$ cat src/rtl/core/srim_pkg.sv
// ----------------------------------------------------------------------------
// srim_pkg
// Shared widths, register codes, pipeline word types and the remainder step
// used by the segmented ring index map.
// ----------------------------------------------------------------------------
package srim_pkg;

   // field widths
   localparam int POS_W     = 16;             // logical_pos, signed
   localparam int MAG_W     = POS_W - 1;      // magnitude of a non-negative position
   localparam int LEN_W     = 11;             // led count, segment start and length
   localparam int IDX_W     = 10;             // physical index
   localparam int SEG_W     = 2 * LEN_W;      // packed segment register
   localparam int CNT_W     = 3;              // segment_count
   localparam int CSR_IDX_W = 3;
   localparam int CSR_DAT_W = SEG_W;

   // ring total: up to four segments of LEN_W bits each
   localparam int SEG_LIMIT = 4;
   localparam int TOT_W     = LEN_W + $clog2(SEG_LIMIT);

   // defaults for the top level parameters
   localparam int MAX_LEDS_DEF     = 1024;
   localparam int MAX_SEGMENTS_DEF = 4;

   // remainder pipeline: quotient bits resolved per stage
   localparam int STEPS_PER_STAGE = 3;
   localparam int NUM_DIV_STAGES  = (MAG_W + STEPS_PER_STAGE - 1) / STEPS_PER_STAGE;

   // register indexes
   localparam logic [CSR_IDX_W-1:0] REG_LED_COUNT     = 3'd0;
   localparam logic [CSR_IDX_W-1:0] REG_RING_START    = 3'd1;
   localparam logic [CSR_IDX_W-1:0] REG_RING_REVERSE  = 3'd2;
   localparam logic [CSR_IDX_W-1:0] REG_SEGMENT_COUNT = 3'd3;
   localparam logic [CSR_IDX_W-1:0] REG_SEGMENT_0     = 3'd4;

   // settings derived from the registers, shared by the datapath
   typedef struct packed {
      logic [TOT_W-1:0] total;     // sum of clamped segment lengths
      logic [LEN_W-1:0] off_mag;   // magnitude of the rotation offset
      logic             off_neg;   // rotation offset is negative
      logic             reverse;
   } cfg_type;

   // word carried through the remainder stages
   typedef struct packed {
      logic             neg;       // position was negative
      logic [MAG_W-1:0] rem;       // position remainder lane
      logic [MAG_W-1:0] orem;      // offset remainder lane
   } div_item_type;

   // one restoring step: subtract divisor << k when it fits
   function automatic logic [MAG_W-1:0] rem_step(input logic [MAG_W-1:0] r,
                                                 input logic [TOT_W-1:0] d,
                                                 input int k);
      logic [MAG_W+TOT_W-1:0] dk;
      logic [MAG_W+TOT_W-1:0] rw;
      dk = (MAG_W+TOT_W)'(d) << k;
      rw = (MAG_W+TOT_W)'(r);
      if (rw >= dk) begin
         rw = rw - dk;
      end
      return rw[MAG_W-1:0];
   endfunction

endpackage

$ cat src/rtl/core/srim_cfg.sv
// ----------------------------------------------------------------------------
// srim_cfg
// Register file and derived ring settings: clamped segments, ring total,
// segment boundaries and rotation offset magnitude.
// ----------------------------------------------------------------------------
module srim_cfg #(
   parameter int MAX_LEDS     = srim_pkg::MAX_LEDS_DEF,
   parameter int MAX_SEGMENTS = srim_pkg::MAX_SEGMENTS_DEF
) (
   input  logic                                   clock,
   input  logic                                   reset,
   input  logic                                   csr_we,
   input  logic [srim_pkg::CSR_IDX_W-1:0]         csr_index,
   input  logic [srim_pkg::CSR_DAT_W-1:0]         csr_wdata,
   output srim_pkg::cfg_type                      cfg,
   output logic [MAX_SEGMENTS-1:0][srim_pkg::LEN_W-1:0] seg_start,
   output logic [MAX_SEGMENTS-1:0][srim_pkg::TOT_W-1:0] seg_begin,
   output logic [MAX_SEGMENTS-1:0][srim_pkg::TOT_W-1:0] seg_end
);
   import srim_pkg::*;

   logic [LEN_W-1:0] led_count_ff;
   logic [LEN_W-1:0] ring_start_ff;
   logic             ring_reverse_ff;
   logic [CNT_W-1:0] segment_count_ff;
   logic [MAX_SEGMENTS-1:0][SEG_W-1:0] seg_ff;

   logic [MAX_SEGMENTS-1:0][LEN_W-1:0] start_in, start_ff;
   logic [MAX_SEGMENTS-1:0][LEN_W-1:0] len_in, len_ff;
   logic [MAX_SEGMENTS-1:0][TOT_W-1:0] begin_in, begin_ff;
   logic [MAX_SEGMENTS-1:0][TOT_W-1:0] end_in, end_ff;
   cfg_type                            cfg_in, cfg_ff;

   logic [LEN_W-1:0] strip_len;
   logic [CNT_W-1:0] seg_used;

   // scalar registers
   always_ff @(posedge clock) begin
      if (reset) begin
         led_count_ff     <= '0;
         ring_start_ff    <= '0;
         ring_reverse_ff  <= 1'b0;
         segment_count_ff <= '0;
      end else if (csr_we) begin
         case (csr_index)
            REG_LED_COUNT:     led_count_ff     <= csr_wdata[LEN_W-1:0];
            REG_RING_START:    ring_start_ff    <= csr_wdata[LEN_W-1:0];
            REG_RING_REVERSE:  ring_reverse_ff  <= csr_wdata[0];
            REG_SEGMENT_COUNT: segment_count_ff <= csr_wdata[CNT_W-1:0];
            default: ;
         endcase
      end
   end

   // segment registers, only those that can be in use
   for (genvar k = 0; k < MAX_SEGMENTS; k++) begin : g_seg
      always_ff @(posedge clock) begin
         if (reset) begin
            seg_ff[k] <= '0;
         end else if (csr_we && csr_index == CSR_IDX_W'(REG_SEGMENT_0 + k)) begin
            seg_ff[k] <= csr_wdata[SEG_W-1:0];
         end
      end
   end

   // strip length and segment count saturate
   assign strip_len = ({1'b0, led_count_ff} > (LEN_W+1)'(MAX_LEDS)) ?
                      LEN_W'(MAX_LEDS) : led_count_ff;
   assign seg_used  = (segment_count_ff > CNT_W'(MAX_SEGMENTS)) ?
                      CNT_W'(MAX_SEGMENTS) : segment_count_ff;

   // clamp each segment to the strip and sum the total
   always_comb begin
      logic [LEN_W-1:0] s;
      logic [LEN_W-1:0] l;
      logic             act;
      logic [LEN_W:0]   end_pt;
      cfg_in = '0;
      for (int k = 0; k < MAX_SEGMENTS; k++) begin
         if (seg_used == '0) begin
            s   = '0;
            l   = strip_len;
            act = (k == 0);
         end else begin
            s   = seg_ff[k][LEN_W-1:0];
            l   = seg_ff[k][SEG_W-1:LEN_W];
            act = (CNT_W'(k) < seg_used);
         end
         end_pt = {1'b0, s} + {1'b0, l};
         if (!act || s > strip_len) begin
            len_in[k] = '0;
         end else if (end_pt > {1'b0, strip_len}) begin
            len_in[k] = strip_len - s;
         end else begin
            len_in[k] = l;
         end
         start_in[k]  = s;
         cfg_in.total = cfg_in.total + TOT_W'(len_in[k]);
      end
      cfg_in.off_neg = ring_start_ff[LEN_W-1];
      cfg_in.off_mag = ring_start_ff[LEN_W-1] ? (~ring_start_ff + LEN_W'(1)) : ring_start_ff;
      cfg_in.reverse = ring_reverse_ff;
   end

   // segment boundaries from the registered lengths
   always_comb begin
      logic [TOT_W-1:0] acc;
      acc = '0;
      for (int k = 0; k < MAX_SEGMENTS; k++) begin
         begin_in[k] = acc;
         acc         = acc + TOT_W'(len_ff[k]);
         end_in[k]   = acc;
      end
   end

   always_ff @(posedge clock) begin
      cfg_ff   <= cfg_in;
      start_ff <= start_in;
      len_ff   <= len_in;
      begin_ff <= begin_in;
      end_ff   <= end_in;
   end

   assign cfg       = cfg_ff;
   assign seg_start = start_ff;
   assign seg_begin = begin_ff;
   assign seg_end   = end_ff;

endmodule

$ cat src/rtl/core/srim_div_stage.sv
// ----------------------------------------------------------------------------
// srim_div_stage
// One remainder stage: a few restoring steps on the position and offset
// lanes against the ring total, then a register.
// ----------------------------------------------------------------------------
module srim_div_stage #(
   parameter int FIRST_K = 14
) (
   input  logic                        clock,
   input  logic                        reset,
   input  logic                        in_valid,
   input  srim_pkg::div_item_type      in_item,
   input  logic [srim_pkg::TOT_W-1:0]  total,
   output logic                        out_valid,
   output srim_pkg::div_item_type      out_item
);
   import srim_pkg::*;

   logic         valid_ff;
   div_item_type item_in, item_ff;

   always_comb begin
      item_in = in_item;
      for (int j = 0; j < STEPS_PER_STAGE; j++) begin
         if (FIRST_K - j >= 0) begin
            item_in.rem  = rem_step(item_in.rem, total, FIRST_K - j);
            item_in.orem = rem_step(item_in.orem, total, FIRST_K - j);
         end
      end
   end

   always_ff @(posedge clock) begin
      if (reset) begin
         valid_ff <= 1'b0;
      end else begin
         valid_ff <= in_valid;
      end
   end

   always_ff @(posedge clock) begin
      item_ff <= item_in;
   end

   assign out_valid = valid_ff;
   assign out_item  = item_ff;

endmodule

$ cat src/rtl/core/srim_locate.sv
// ----------------------------------------------------------------------------
// srim_locate
// Final two stages: reversal, rotation and wrap into the ring, then the
// segment search and the physical index.
// ----------------------------------------------------------------------------
module srim_locate #(
   parameter int MAX_SEGMENTS = srim_pkg::MAX_SEGMENTS_DEF
) (
   input  logic                                          clock,
   input  logic                                          reset,
   input  logic                                          in_valid,
   input  srim_pkg::div_item_type                        in_item,
   input  srim_pkg::cfg_type                             cfg,
   input  logic [MAX_SEGMENTS-1:0][srim_pkg::LEN_W-1:0]  seg_start,
   input  logic [MAX_SEGMENTS-1:0][srim_pkg::TOT_W-1:0]  seg_begin,
   input  logic [MAX_SEGMENTS-1:0][srim_pkg::TOT_W-1:0]  seg_end,
   output logic                                          out_strobe,
   output logic                                          out_phys_valid,
   output logic [srim_pkg::IDX_W-1:0]                    out_phys_index
);
   import srim_pkg::*;

   logic             f1_valid_ff;
   logic             f1_bad_in, f1_bad_ff;
   logic [TOT_W-1:0] f1_pos_in, f1_pos_ff;

   logic             strobe_ff;
   logic             phys_valid_in, phys_valid_ff;
   logic [IDX_W-1:0] phys_index_in, phys_index_ff;

   // reverse, rotate, wrap
   always_comb begin
      logic [TOT_W-1:0] rem_t;
      logic [TOT_W-1:0] orem_t;
      logic [TOT_W-1:0] fwd;
      logic [TOT_W-1:0] rot;
      logic [TOT_W:0]   sum;
      rem_t  = in_item.rem[TOT_W-1:0];
      orem_t = in_item.orem[TOT_W-1:0];
      fwd    = cfg.reverse ? (cfg.total - TOT_W'(1) - rem_t) : rem_t;
      rot    = (cfg.off_neg && orem_t != '0) ? (cfg.total - orem_t) : orem_t;
      sum    = {1'b0, fwd} + {1'b0, rot};
      if (sum >= {1'b0, cfg.total}) begin
         sum = sum - {1'b0, cfg.total};
      end
      f1_pos_in = sum[TOT_W-1:0];
      f1_bad_in = in_item.neg || (cfg.total == '0);
   end

   // first segment whose end lies past the position
   always_comb begin
      logic found;
      logic [IDX_W-1:0] idx;
      found = 1'b0;
      idx   = '0;
      for (int k = MAX_SEGMENTS - 1; k >= 0; k--) begin
         if (f1_pos_ff < seg_end[k]) begin
            found = 1'b1;
            idx   = seg_start[k][IDX_W-1:0] + f1_pos_ff[IDX_W-1:0]
                    - seg_begin[k][IDX_W-1:0];
         end
      end
      phys_valid_in = found && !f1_bad_ff;
      phys_index_in = phys_valid_in ? idx : '0;
   end

   always_ff @(posedge clock) begin
      if (reset) begin
         f1_valid_ff <= 1'b0;
         strobe_ff   <= 1'b0;
      end else begin
         f1_valid_ff <= in_valid;
         strobe_ff   <= f1_valid_ff;
      end
   end

   always_ff @(posedge clock) begin
      f1_bad_ff     <= f1_bad_in;
      f1_pos_ff     <= f1_pos_in;
      phys_valid_ff <= phys_valid_in;
      phys_index_ff <= phys_index_in;
   end

   assign out_strobe     = strobe_ff;
   assign out_phys_valid = phys_valid_ff;
   assign out_phys_index = phys_index_ff;

endmodule

$ cat src/rtl/core/segmented_ring_index_map.sv
// ----------------------------------------------------------------------------
// segmented_ring_index_map
// Maps a logical ring position to a physical strip index over up to
// MAX_SEGMENTS clamped strip segments.
// ----------------------------------------------------------------------------
// usage
//   request: drive req_logical_pos and raise start; the word is taken at any
//   edge with start high and busy low. busy never rises, so a new word can
//   be taken at every clock edge.
//   response: rsp_strobe is high for one cycle with rsp_phys_valid and
//   rsp_phys_index; there is no hold-off, the receiver takes it then.
//   path: a word taken passes the input register, five remainder stages,
//   the fold stage and the output register on its way to the response.
//   throughput: one word per cycle, set by the pipelined restoring remainder
//   that resolves three quotient bits per stage.
//   settings: csr_we/csr_index/csr_wdata write one register per cycle; the user
//   must write only while no word is in flight, which the block does not check;
//   ring total and clamped segments follow in the next cycle, then boundaries.
//   reset: synchronous; clears the settings registers and valid flags and
//   flushes the pipeline, in-flight words are dropped.
//   negative positions and an empty ring give phys_valid 0 and index 0.
// ----------------------------------------------------------------------------
module segmented_ring_index_map #(
   parameter int MAX_LEDS     = srim_pkg::MAX_LEDS_DEF,
   parameter int MAX_SEGMENTS = srim_pkg::MAX_SEGMENTS_DEF
) (
   input  logic                                 clock,
   input  logic                                 reset,
   // request channel
   input  logic                                 start,
   output logic                                 busy,
   input  logic signed [srim_pkg::POS_W-1:0]    req_logical_pos,
   // response channel
   output logic                                 rsp_strobe,
   output logic                                 rsp_phys_valid,
   output logic [srim_pkg::IDX_W-1:0]           rsp_phys_index,
   // register write port
   input  logic                                 csr_we,
   input  logic [srim_pkg::CSR_IDX_W-1:0]       csr_index,
   input  logic [srim_pkg::CSR_DAT_W-1:0]       csr_wdata
);
   import srim_pkg::*;

   cfg_type                            cfg;
   logic [MAX_SEGMENTS-1:0][LEN_W-1:0] seg_start;
   logic [MAX_SEGMENTS-1:0][TOT_W-1:0] seg_begin;
   logic [MAX_SEGMENTS-1:0][TOT_W-1:0] seg_end;

   // input register
   logic             in_valid_ff;
   logic             in_neg_ff;
   logic [MAG_W-1:0] in_mag_ff;

   // remainder pipeline taps
   logic         div_valid [NUM_DIV_STAGES+1];
   div_item_type div_item  [NUM_DIV_STAGES+1];

   // the pipeline never stalls
   assign busy = 1'b0;

   srim_cfg #(
      .MAX_LEDS     (MAX_LEDS),
      .MAX_SEGMENTS (MAX_SEGMENTS)
   ) u_cfg (
      .clock     (clock),
      .reset     (reset),
      .csr_we    (csr_we),
      .csr_index (csr_index),
      .csr_wdata (csr_wdata),
      .cfg       (cfg),
      .seg_start (seg_start),
      .seg_begin (seg_begin),
      .seg_end   (seg_end)
   );

   // capture the request word
   always_ff @(posedge clock) begin
      if (reset) begin
         in_valid_ff <= 1'b0;
      end else begin
         in_valid_ff <= start && !busy;
      end
   end

   always_ff @(posedge clock) begin
      in_neg_ff <= req_logical_pos[POS_W-1];
      in_mag_ff <= req_logical_pos[MAG_W-1:0];
   end

   // both lanes enter the remainder chain together; the offset lane starts
   // from the current rotation magnitude
   assign div_valid[0]     = in_valid_ff;
   assign div_item[0].neg  = in_neg_ff;
   assign div_item[0].rem  = in_mag_ff;
   assign div_item[0].orem = MAG_W'(cfg.off_mag);

   for (genvar g = 0; g < NUM_DIV_STAGES; g++) begin : g_div
      srim_div_stage #(
         .FIRST_K (MAG_W - 1 - g * STEPS_PER_STAGE)
      ) u_div (
         .clock     (clock),
         .reset     (reset),
         .in_valid  (div_valid[g]),
         .in_item   (div_item[g]),
         .total     (cfg.total),
         .out_valid (div_valid[g+1]),
         .out_item  (div_item[g+1])
      );
   end

   // fold into the ring and find the segment
   srim_locate #(
      .MAX_SEGMENTS (MAX_SEGMENTS)
   ) u_locate (
      .clock          (clock),
      .reset          (reset),
      .in_valid       (div_valid[NUM_DIV_STAGES]),
      .in_item        (div_item[NUM_DIV_STAGES]),
      .cfg            (cfg),
      .seg_start      (seg_start),
      .seg_begin      (seg_begin),
      .seg_end        (seg_end),
      .out_strobe     (rsp_strobe),
      .out_phys_valid (rsp_phys_valid),
      .out_phys_index (rsp_phys_index)
   );

   // every accepted word answers after the fixed latency
   a_latency: assert property (@(posedge clock) disable iff (reset)
      (start && !busy) |-> ##(NUM_DIV_STAGES + 3) rsp_strobe)
      else $error("response missing after fixed latency");

   // an invalid response carries a zero index
   a_zero_index: assert property (@(posedge clock) disable iff (reset)
      (rsp_strobe && !rsp_phys_valid) |-> (rsp_phys_index == '0))
      else $error("invalid response with nonzero index");

   // an empty ring never reports a hit
   a_empty_ring: assert property (@(posedge clock) disable iff (reset)
      (rsp_strobe && cfg.total == '0) |-> !rsp_phys_valid)
      else $error("hit reported on an empty ring");

endmodule
$ cat config.mk
export PLATFORM = sky130hd
export DESIGN_NAME = segmented_ring_index_map
export DESIGN_NICKNAME = d
export VERILOG_FILES = /design/src/rtl/core/srim_pkg.sv /design/src/rtl/core/srim_cfg.sv /design/src/rtl/core/srim_div_stage.sv /design/src/rtl/core/srim_locate.sv /design/src/rtl/core/segmented_ring_index_map.sv
export SDC_FILE = /design/constraint.sdc
export NUM_CORES = 2
export LEC_CHECK = 0
export BUFFER_PORTS_ARGS = -buffer_cell sky130_fd_sc_hd__buf_2
export CORE_ASPECT_RATIO = 0.5
export CORE_MARGIN = 2
export CORE_UTILIZATION = 65
export DETAILED_ROUTE_END_ITERATION = 10
export MAX_ROUTING_LAYER = met4
export PLACE_DENSITY = 0.9
export SYNTH_ARGS = -nofsm -noshare
export SYNTH_HDL_FRONTEND = slang
export SYNTH_SLANG_ARGS = --single-unit
export TNS_END_PERCENT = 1
$ cat constraint.sdc
create_clock -name clock -period 19.03 [get_ports clock]
set_input_delay 0.9515 -clock clock [delete_from_list [all_inputs] [get_ports clock]]
set_output_delay 0.9515 -clock clock [all_outputs]
set_load 0.02 [all_outputs]
# Word level (Yosys, flattened, before mapping)
# Index checks and enable logic that the tools add are counted.
word_totals:
  elab_cells: 256
  register_bits: 474
  output_inout_bits: 13
  input_bits: 45
classes:
  n_mux: 64
  eq_ne: 7
  n_bitwise: 1
  n_reduce_logical: 24
  n_addsub: 57
  magnitude_cmp: 49
op_table:
  columns: ["op", "count"]
  rows:
  - ["2-to-1 mux 15 bit", 28]
  - ["subtractor 15 bit", 25]
  - ["2-to-1 mux 11 bit", 17]
  - ["adder 11 x 11 -> 12 bit", 6]
  - ["2-to-1 mux 13 bit", 5]
  - ["subtractor 13 bit", 5]
  - ["adder 13 x 11 -> 13 bit", 4]
  - ["greater-or-equal comparator 15 x 26 -> 1 bit", 2]
  - ["greater-or-equal comparator 15 x 25 -> 1 bit", 2]
  - ["2-to-1 mux 10 bit", 5]
  - ["greater-or-equal comparator 15 x 24 -> 1 bit", 2]
  - ["greater-than comparator 12 x 11 -> 1 bit", 4]
  - ["greater-or-equal comparator 15 x 23 -> 1 bit", 2]
  - ["greater-or-equal comparator 15 x 22 -> 1 bit", 2]
  - ["greater-than comparator 11 bit", 4]
  - ["subtractor 11 bit", 4]
  - ["greater-or-equal comparator 15 x 21 -> 1 bit", 2]
  - ["adder 10 bit", 4]
  - ["greater-or-equal comparator 15 x 20 -> 1 bit", 2]
  - ["less-than comparator 13 bit", 3]
  - ["greater-or-equal comparator 15 x 19 -> 1 bit", 2]
  - ["greater-or-equal comparator 15 x 18 -> 1 bit", 2]
  - ["greater-or-equal comparator 15 x 17 -> 1 bit", 2]
  - ["greater-or-equal comparator 15 x 16 -> 1 bit", 2]
  - ["30 further kinds", 66]

# Longest topological paths before layout
logic_depth:
  depth_word: 11
  mapped_depth: 48
  mapped_depth_nobuf: 44

# Hierarchy
# A second synthesis with hierarchy kept.
hier_totals:
  cells_unflattened: 5018
  area_unflattened_um2: 41631.2
modules_own_cells:
  columns: ["mod", "cells_per_inst", "area_per_inst_um2", "instances"]
  rows:
  - ["srim_cfg", 1931, 16364.4, 1]
  - ["srim_locate", 968, 7405.9, 1]
  - ["srim_div_stage (g_div[4].u_div)", 657, 5301.3, 1]
  - ["srim_div_stage (g_div[3].u_div)", 605, 4720.8, 1]
  - ["srim_div_stage (g_div[2].u_div)", 449, 3643.5, 1]
  - ["srim_div_stage (g_div[1].u_div)", 258, 2454.9, 1]
  - ["srim_div_stage (g_div[0].u_div)", 130, 1375.1, 1]
  - ["segmented_ring_index_map", 20, 365.4, 1]

# Worst setup path before layout
# No wires, ideal clock.
synth_path:
  kind: "reg2reg"
  from: "register u_cfg.segment_count_ff[1]"
  to: "register u_cfg.cfg_ff, in the netlist u_cfg.cfg[24]"
  period_less_slack_ns: 8.759
  n_path_buf: 6
  required_ns: 18.908
  path_stages_with_launch: 46
  setup_time_ns: 0.122
  t_arrival_ns: 8.637
  slack_ns: 10.271
  path_cell_list: "dfxtp_1 -> buf_2 -> or3_1 -> buf_6 -> clkbuf_1 -> clkbuf_1 -> clkbuf_1 -> and2_1 -> ha_1 -> inv_1 -> fa_1 -> nor2b_1 -> o21ai_0 -> a21boi_0 -> o21ai_0 -> a21boi_0 -> o21ai_0 -> a21boi_0 -> [... 10 more ...] -> buf_6 -> nor2_2 -> a211oi_2 -> ha_1 -> a21o_1 -> a21oi_1 -> o21bai_1 -> a21oi_1 -> o21bai_1 -> a21oi_1 -> nor2_1 -> a211oi_1 -> xnor2_1 -> fa_1 -> ha_1 -> a21boi_0 -> nor4_1 -> a311o_1"
synth_lines:
  columns: ["item", "line", "rtl"]
  rows:
  - ["start, declared", "srim_cfg.sv:25", "logic [CNT_W-1:0] segment_count_ff;"]
  - ["start signal, assigned", "srim_cfg.sv:49", "REG_SEGMENT_COUNT: segment_count_ff <= csr_wdata[CNT_W-1:0];"]
  - ["end signal, assigned", "srim_cfg.sv:117", "cfg_ff <= cfg_in;"]
  - ["end, declared", "srim_cfg.sv:32", "cfg_type cfg_in, cfg_ff;"]

==> results.py <==
metrics = {
    "grt": {
        "gr-usage-all-layers_pct": 38.7,
        "grtUsageMet3_pct": 5.08,
        "overflow": 0,
        "busiest_layer": "met2",
        "antenna_found_initial": 2,
        "grt_max_degree": 84,
        "use_met2_pct": 63.7,
        "grt_pass1_wl_um": 183000,
        "gr-usage-met1_pct": 48.6,
        "grt_pass1_vias": 33400,
    },
    "floorplanning": {
        "die-area_sq_mm": 0.0612,
        "coreArea_sq_mm": 0.0579,
        "row_count": 62,
        "chipWidth_um": 348,
        "ios": 58,
        "start_util_pct": 66.3,
        "die_h_um": 176,
    },
    "final_layout": {
        "area_growth_pct": 7.08,
        "finalInstanceArea_sq_mm": 0.0412,
        "final_nets": 5259,
        "drive_gt1_share_pct": 8.74,
    },
    "clock_network": {
        "cts-resized-gates": 0,
        "post-cts-setup-buffers": 0,
        "holdBufCountCts": 0,
        "numClockSinks": 472,
        "clkTransAtPathRegs_ns": 0.07,
        "insertion_delay_ns": 0.60,
        "cts-buffers-inserted": 45,
        "cts_max_level": 2,
        "tritoncts": "built",
        "cts-root-buf": "clkbuf_16",
        "clockBufferDepth": 3,
    },
    "sta": {
        "period_share_pct": 55.0,
        "maxSlewViolCount": 0,
        "max_freq_mhz": 95.5,
        "tns_ns": 0,
        "slew_headroom_pct": 18.4,
        "worst_slew_pin_slew_ns": 1.22,
        "fin_worst_skew_ns": 0.0270,
        "finalSetupViolCount": 0,
        "layout_min_cycle_time_ns": 10.47,
        "hold_viol_final": 0,
        "rsz0062_at_grt": "false",
    },
    "synth": {
        "synthTopCellsByArea": "dfxtp_1 (25%), ha_1 (18%), xnor2_1 (5.5%)",
        "avgSynthCellArea_sq_um": 8.47,
        "ys_ff_latch": 472,
        "yosysSeqAreaShare_pct": 24.6,
        "yosys.area.top_type": "dfxtp_1",
        "synth_cells": 4538,
        "synth_top_cell_area_share_pct": 24.6,
        "yosysUniqueCellTypes": 99,
        "ys_warn_count": 0,
        "synth_edf_count": 0,
        "syn_area_sq_mm": 0.0384,
        "synth_ff_type": "dfxtp_1",
        "async_reset_ff_share_pct": 0,
    },
    "detailed_routing": {
        "ant_nets": 0,
        "vias": 33800,
        "first_iter_violations": 3090,
        "routed_wl_um": 117000,
        "vias_per_cell": 6.27,
        "wl_per_cell_um": 21.6,
        "firstDrtPassIters": 6,
        "post-route-drc-count": 0,
    },
    "critical_path": {
        "startpoint_type": "flip-flop",
        "worstPathRequired_ns": 19.51,
        "critPathKind": "flip-flop to flip-flop",
        "end_kind": "flip-flop",
        "critPathSlowestCell": "or3_2",
        "critPathArrivalTime_ns": 10.95,
        "cp_common_cell": "o21ai_0",
        "crit_start": "u_cfg.segment_count_ff[2]",
        "max_stage_delay_ns": 0.71,
        "rr_startpoint": "u_cfg.segment_count_ff[2]",
        "critical_path_peak_fanout": 83,
        "reg2reg_depth": 44,
    },
    "hold_path": {
        "min_from": "in_neg_ff",
        "hold_class": "flip-flop to flip-flop",
        "min_delay_path_depth": 0,
    },
    "placed_design": {
        "hpwl_um": 91200,
        "place_area_sq_mm": 0.0396,
        "port_buffers": 56,
        "gp_congestion": 1.04,
    },
    "flow_run": {
        "max_cap_viol_count": 0,
    },
    "outcome": {
        "outcome": "finished clean",
    },
}
worst max-delay path, delay by kind of cell, from the launching register on:
| family | cells | cell delay [ns] |
|---|---|---|
| buffers and inverters | 6 | 0.98 |
| adder cells (fa/ha/maj) | 8 | 2.65 |
| flip-flops | 1 | 0.42 |
| multiplexers | 1 | 0.23 |
| AO/OA/AOI/OAI | 21 | 4.27 |
| AND/OR/NAND/NOR | 8 | 1.76 |
registers in the layout, indices dropped and copies added, names as in the netlist, 11 cells and up:
signal and count:
u_cfg.len_ff 44, u_cfg.seg_end 13, g_div.u_div.out_item 150, u_locate.f1_pos_ff 13, in_mag_ff 15, u_cfg.seg_ff 88
u_cfg.cfg 26, u_cfg.ring_start_ff 11, u_cfg.seg_start 40, u_cfg.led_count_ff 11, u_cfg.seg_begin 36
worst paths after layout:
path	to	slack, ns
min reg2reg	g_div[0].u_div.out_item[30]	0.33
min	g_div[0].u_div.out_item[30]	0.33
max reg2reg	u_cfg.cfg[24]	8.56
max	u_cfg.cfg[24]	8.56
kinds of logic after synthesis:
logic type	Yosys count	synth area share [%]
AOI/OAI and AO/OA	1115	18.8
buffers and inverters	539	5.42
adders and majority gates	631	22.0
and+or+nand+nor	1186	14.3
xor gates and xnor gates	347	7.90
other	1	0.00975
muxes	247	6.97
DFF	472	24.6
cells in the mapped netlist (6+ instances only):
cell type  number
a2111oi_0      11
a211o_1        12
a211oi_1       36
a21boi_0       16
a21o_1        176
a21oi_1       383
a221oi_1       14
a22oi_1         7
a31oi_1        27
a41oi_1         8
and2_1         22
and3_1         22
buf_1           9
buf_2           8
clkbuf_1       65
dfxtp_1       472
fa_1           77
ha_1          549
inv_1         446
mux2_2        164
mux2i_1        81
nand2_1       465
nand2b_1       35
nand3_1        56
nand4_1        48
nor2_1        264
nor2b_1        78
nor3_1         82
nor4_1         24
o2111ai_1       7
o211ai_1       18
o21a_1         46
o21ai_0       168
o21ai_1         7
o21bai_1       50
o22ai_1        16
o31a_1          6
o31ai_1        26
o41ai_1         8
or2_2          31
or3_1          20
or4_1           6
xnor2_1       241
xor2_1        106
cell usage in the layout, fill, tap and decap left out, types with 11 or more instances in the layout:
cell       instances
xor2_1           106
nor2_1           264
mux2_2           164
a21oi_1          383
and2_1            22
o21bai_1          50
or2_2             31
buf_2             55
buf_4             38
dfxtp_1          471
o22ai_1           16
a211o_1           12
nand3_1           56
a31oi_1           27
o211ai_1          18
a211oi_1          36
nand4_1           48
mux2i_1           81
inv_1            445
nor4_1            24
fa_1              77
nand2_1          465
or3_1             19
nor3_1            80
a21boi_0          16
a221oi_1          14
clkbuf_16         45
xnor2_1          241
ha_1             549
o21ai_0          168
o21a_1            46
o31ai_1           26
a21o_1           176
nor2b_1           78
a2111oi_0         11
nand2b_1          35
and3_1            22
metrics by stage:
| step | instances | utilization [%] | setup WS (ns) | hold slack, ns |
|---|---|---|---|---|
| global placement | 5309 | 68.3 | 9.21 | 0.310 |
| finish | 5395 | 71.0 | 8.56 | 0.330 |
| floorplan | 4539 | - | 10.27 | 0.310 |
| detailed placement | 5309 | 68.3 | 8.92 | 0.314 |
| global route | 5394 | 71.0 | 7.68 | 0.336 |
| CTS | 5392 | 71.0 | 8.79 | 0.330 |
metal layers:
metal	vias to the layer above	share of wire [%]
met4	0	4.3
li1	16000	-
met5	-	0
met3	314	7.9
met1	16100	42
met2	1419	46
cell type report:
cell class	count	area, sq um
Clock inverter	30	377
Antenna cell	3	7.51
Fill cell	4452	16800
Timing Repair Buffer	93	561
Multi-Input combinational cell	3528	26900
Sequential cell	472	9450
Inverter	448	1680
Clock buffer	53	1200
Tap cell	768	961
Power is not shown: default switching activity piles up to over one toggle a cycle in this logic, so the estimate is an artifact.
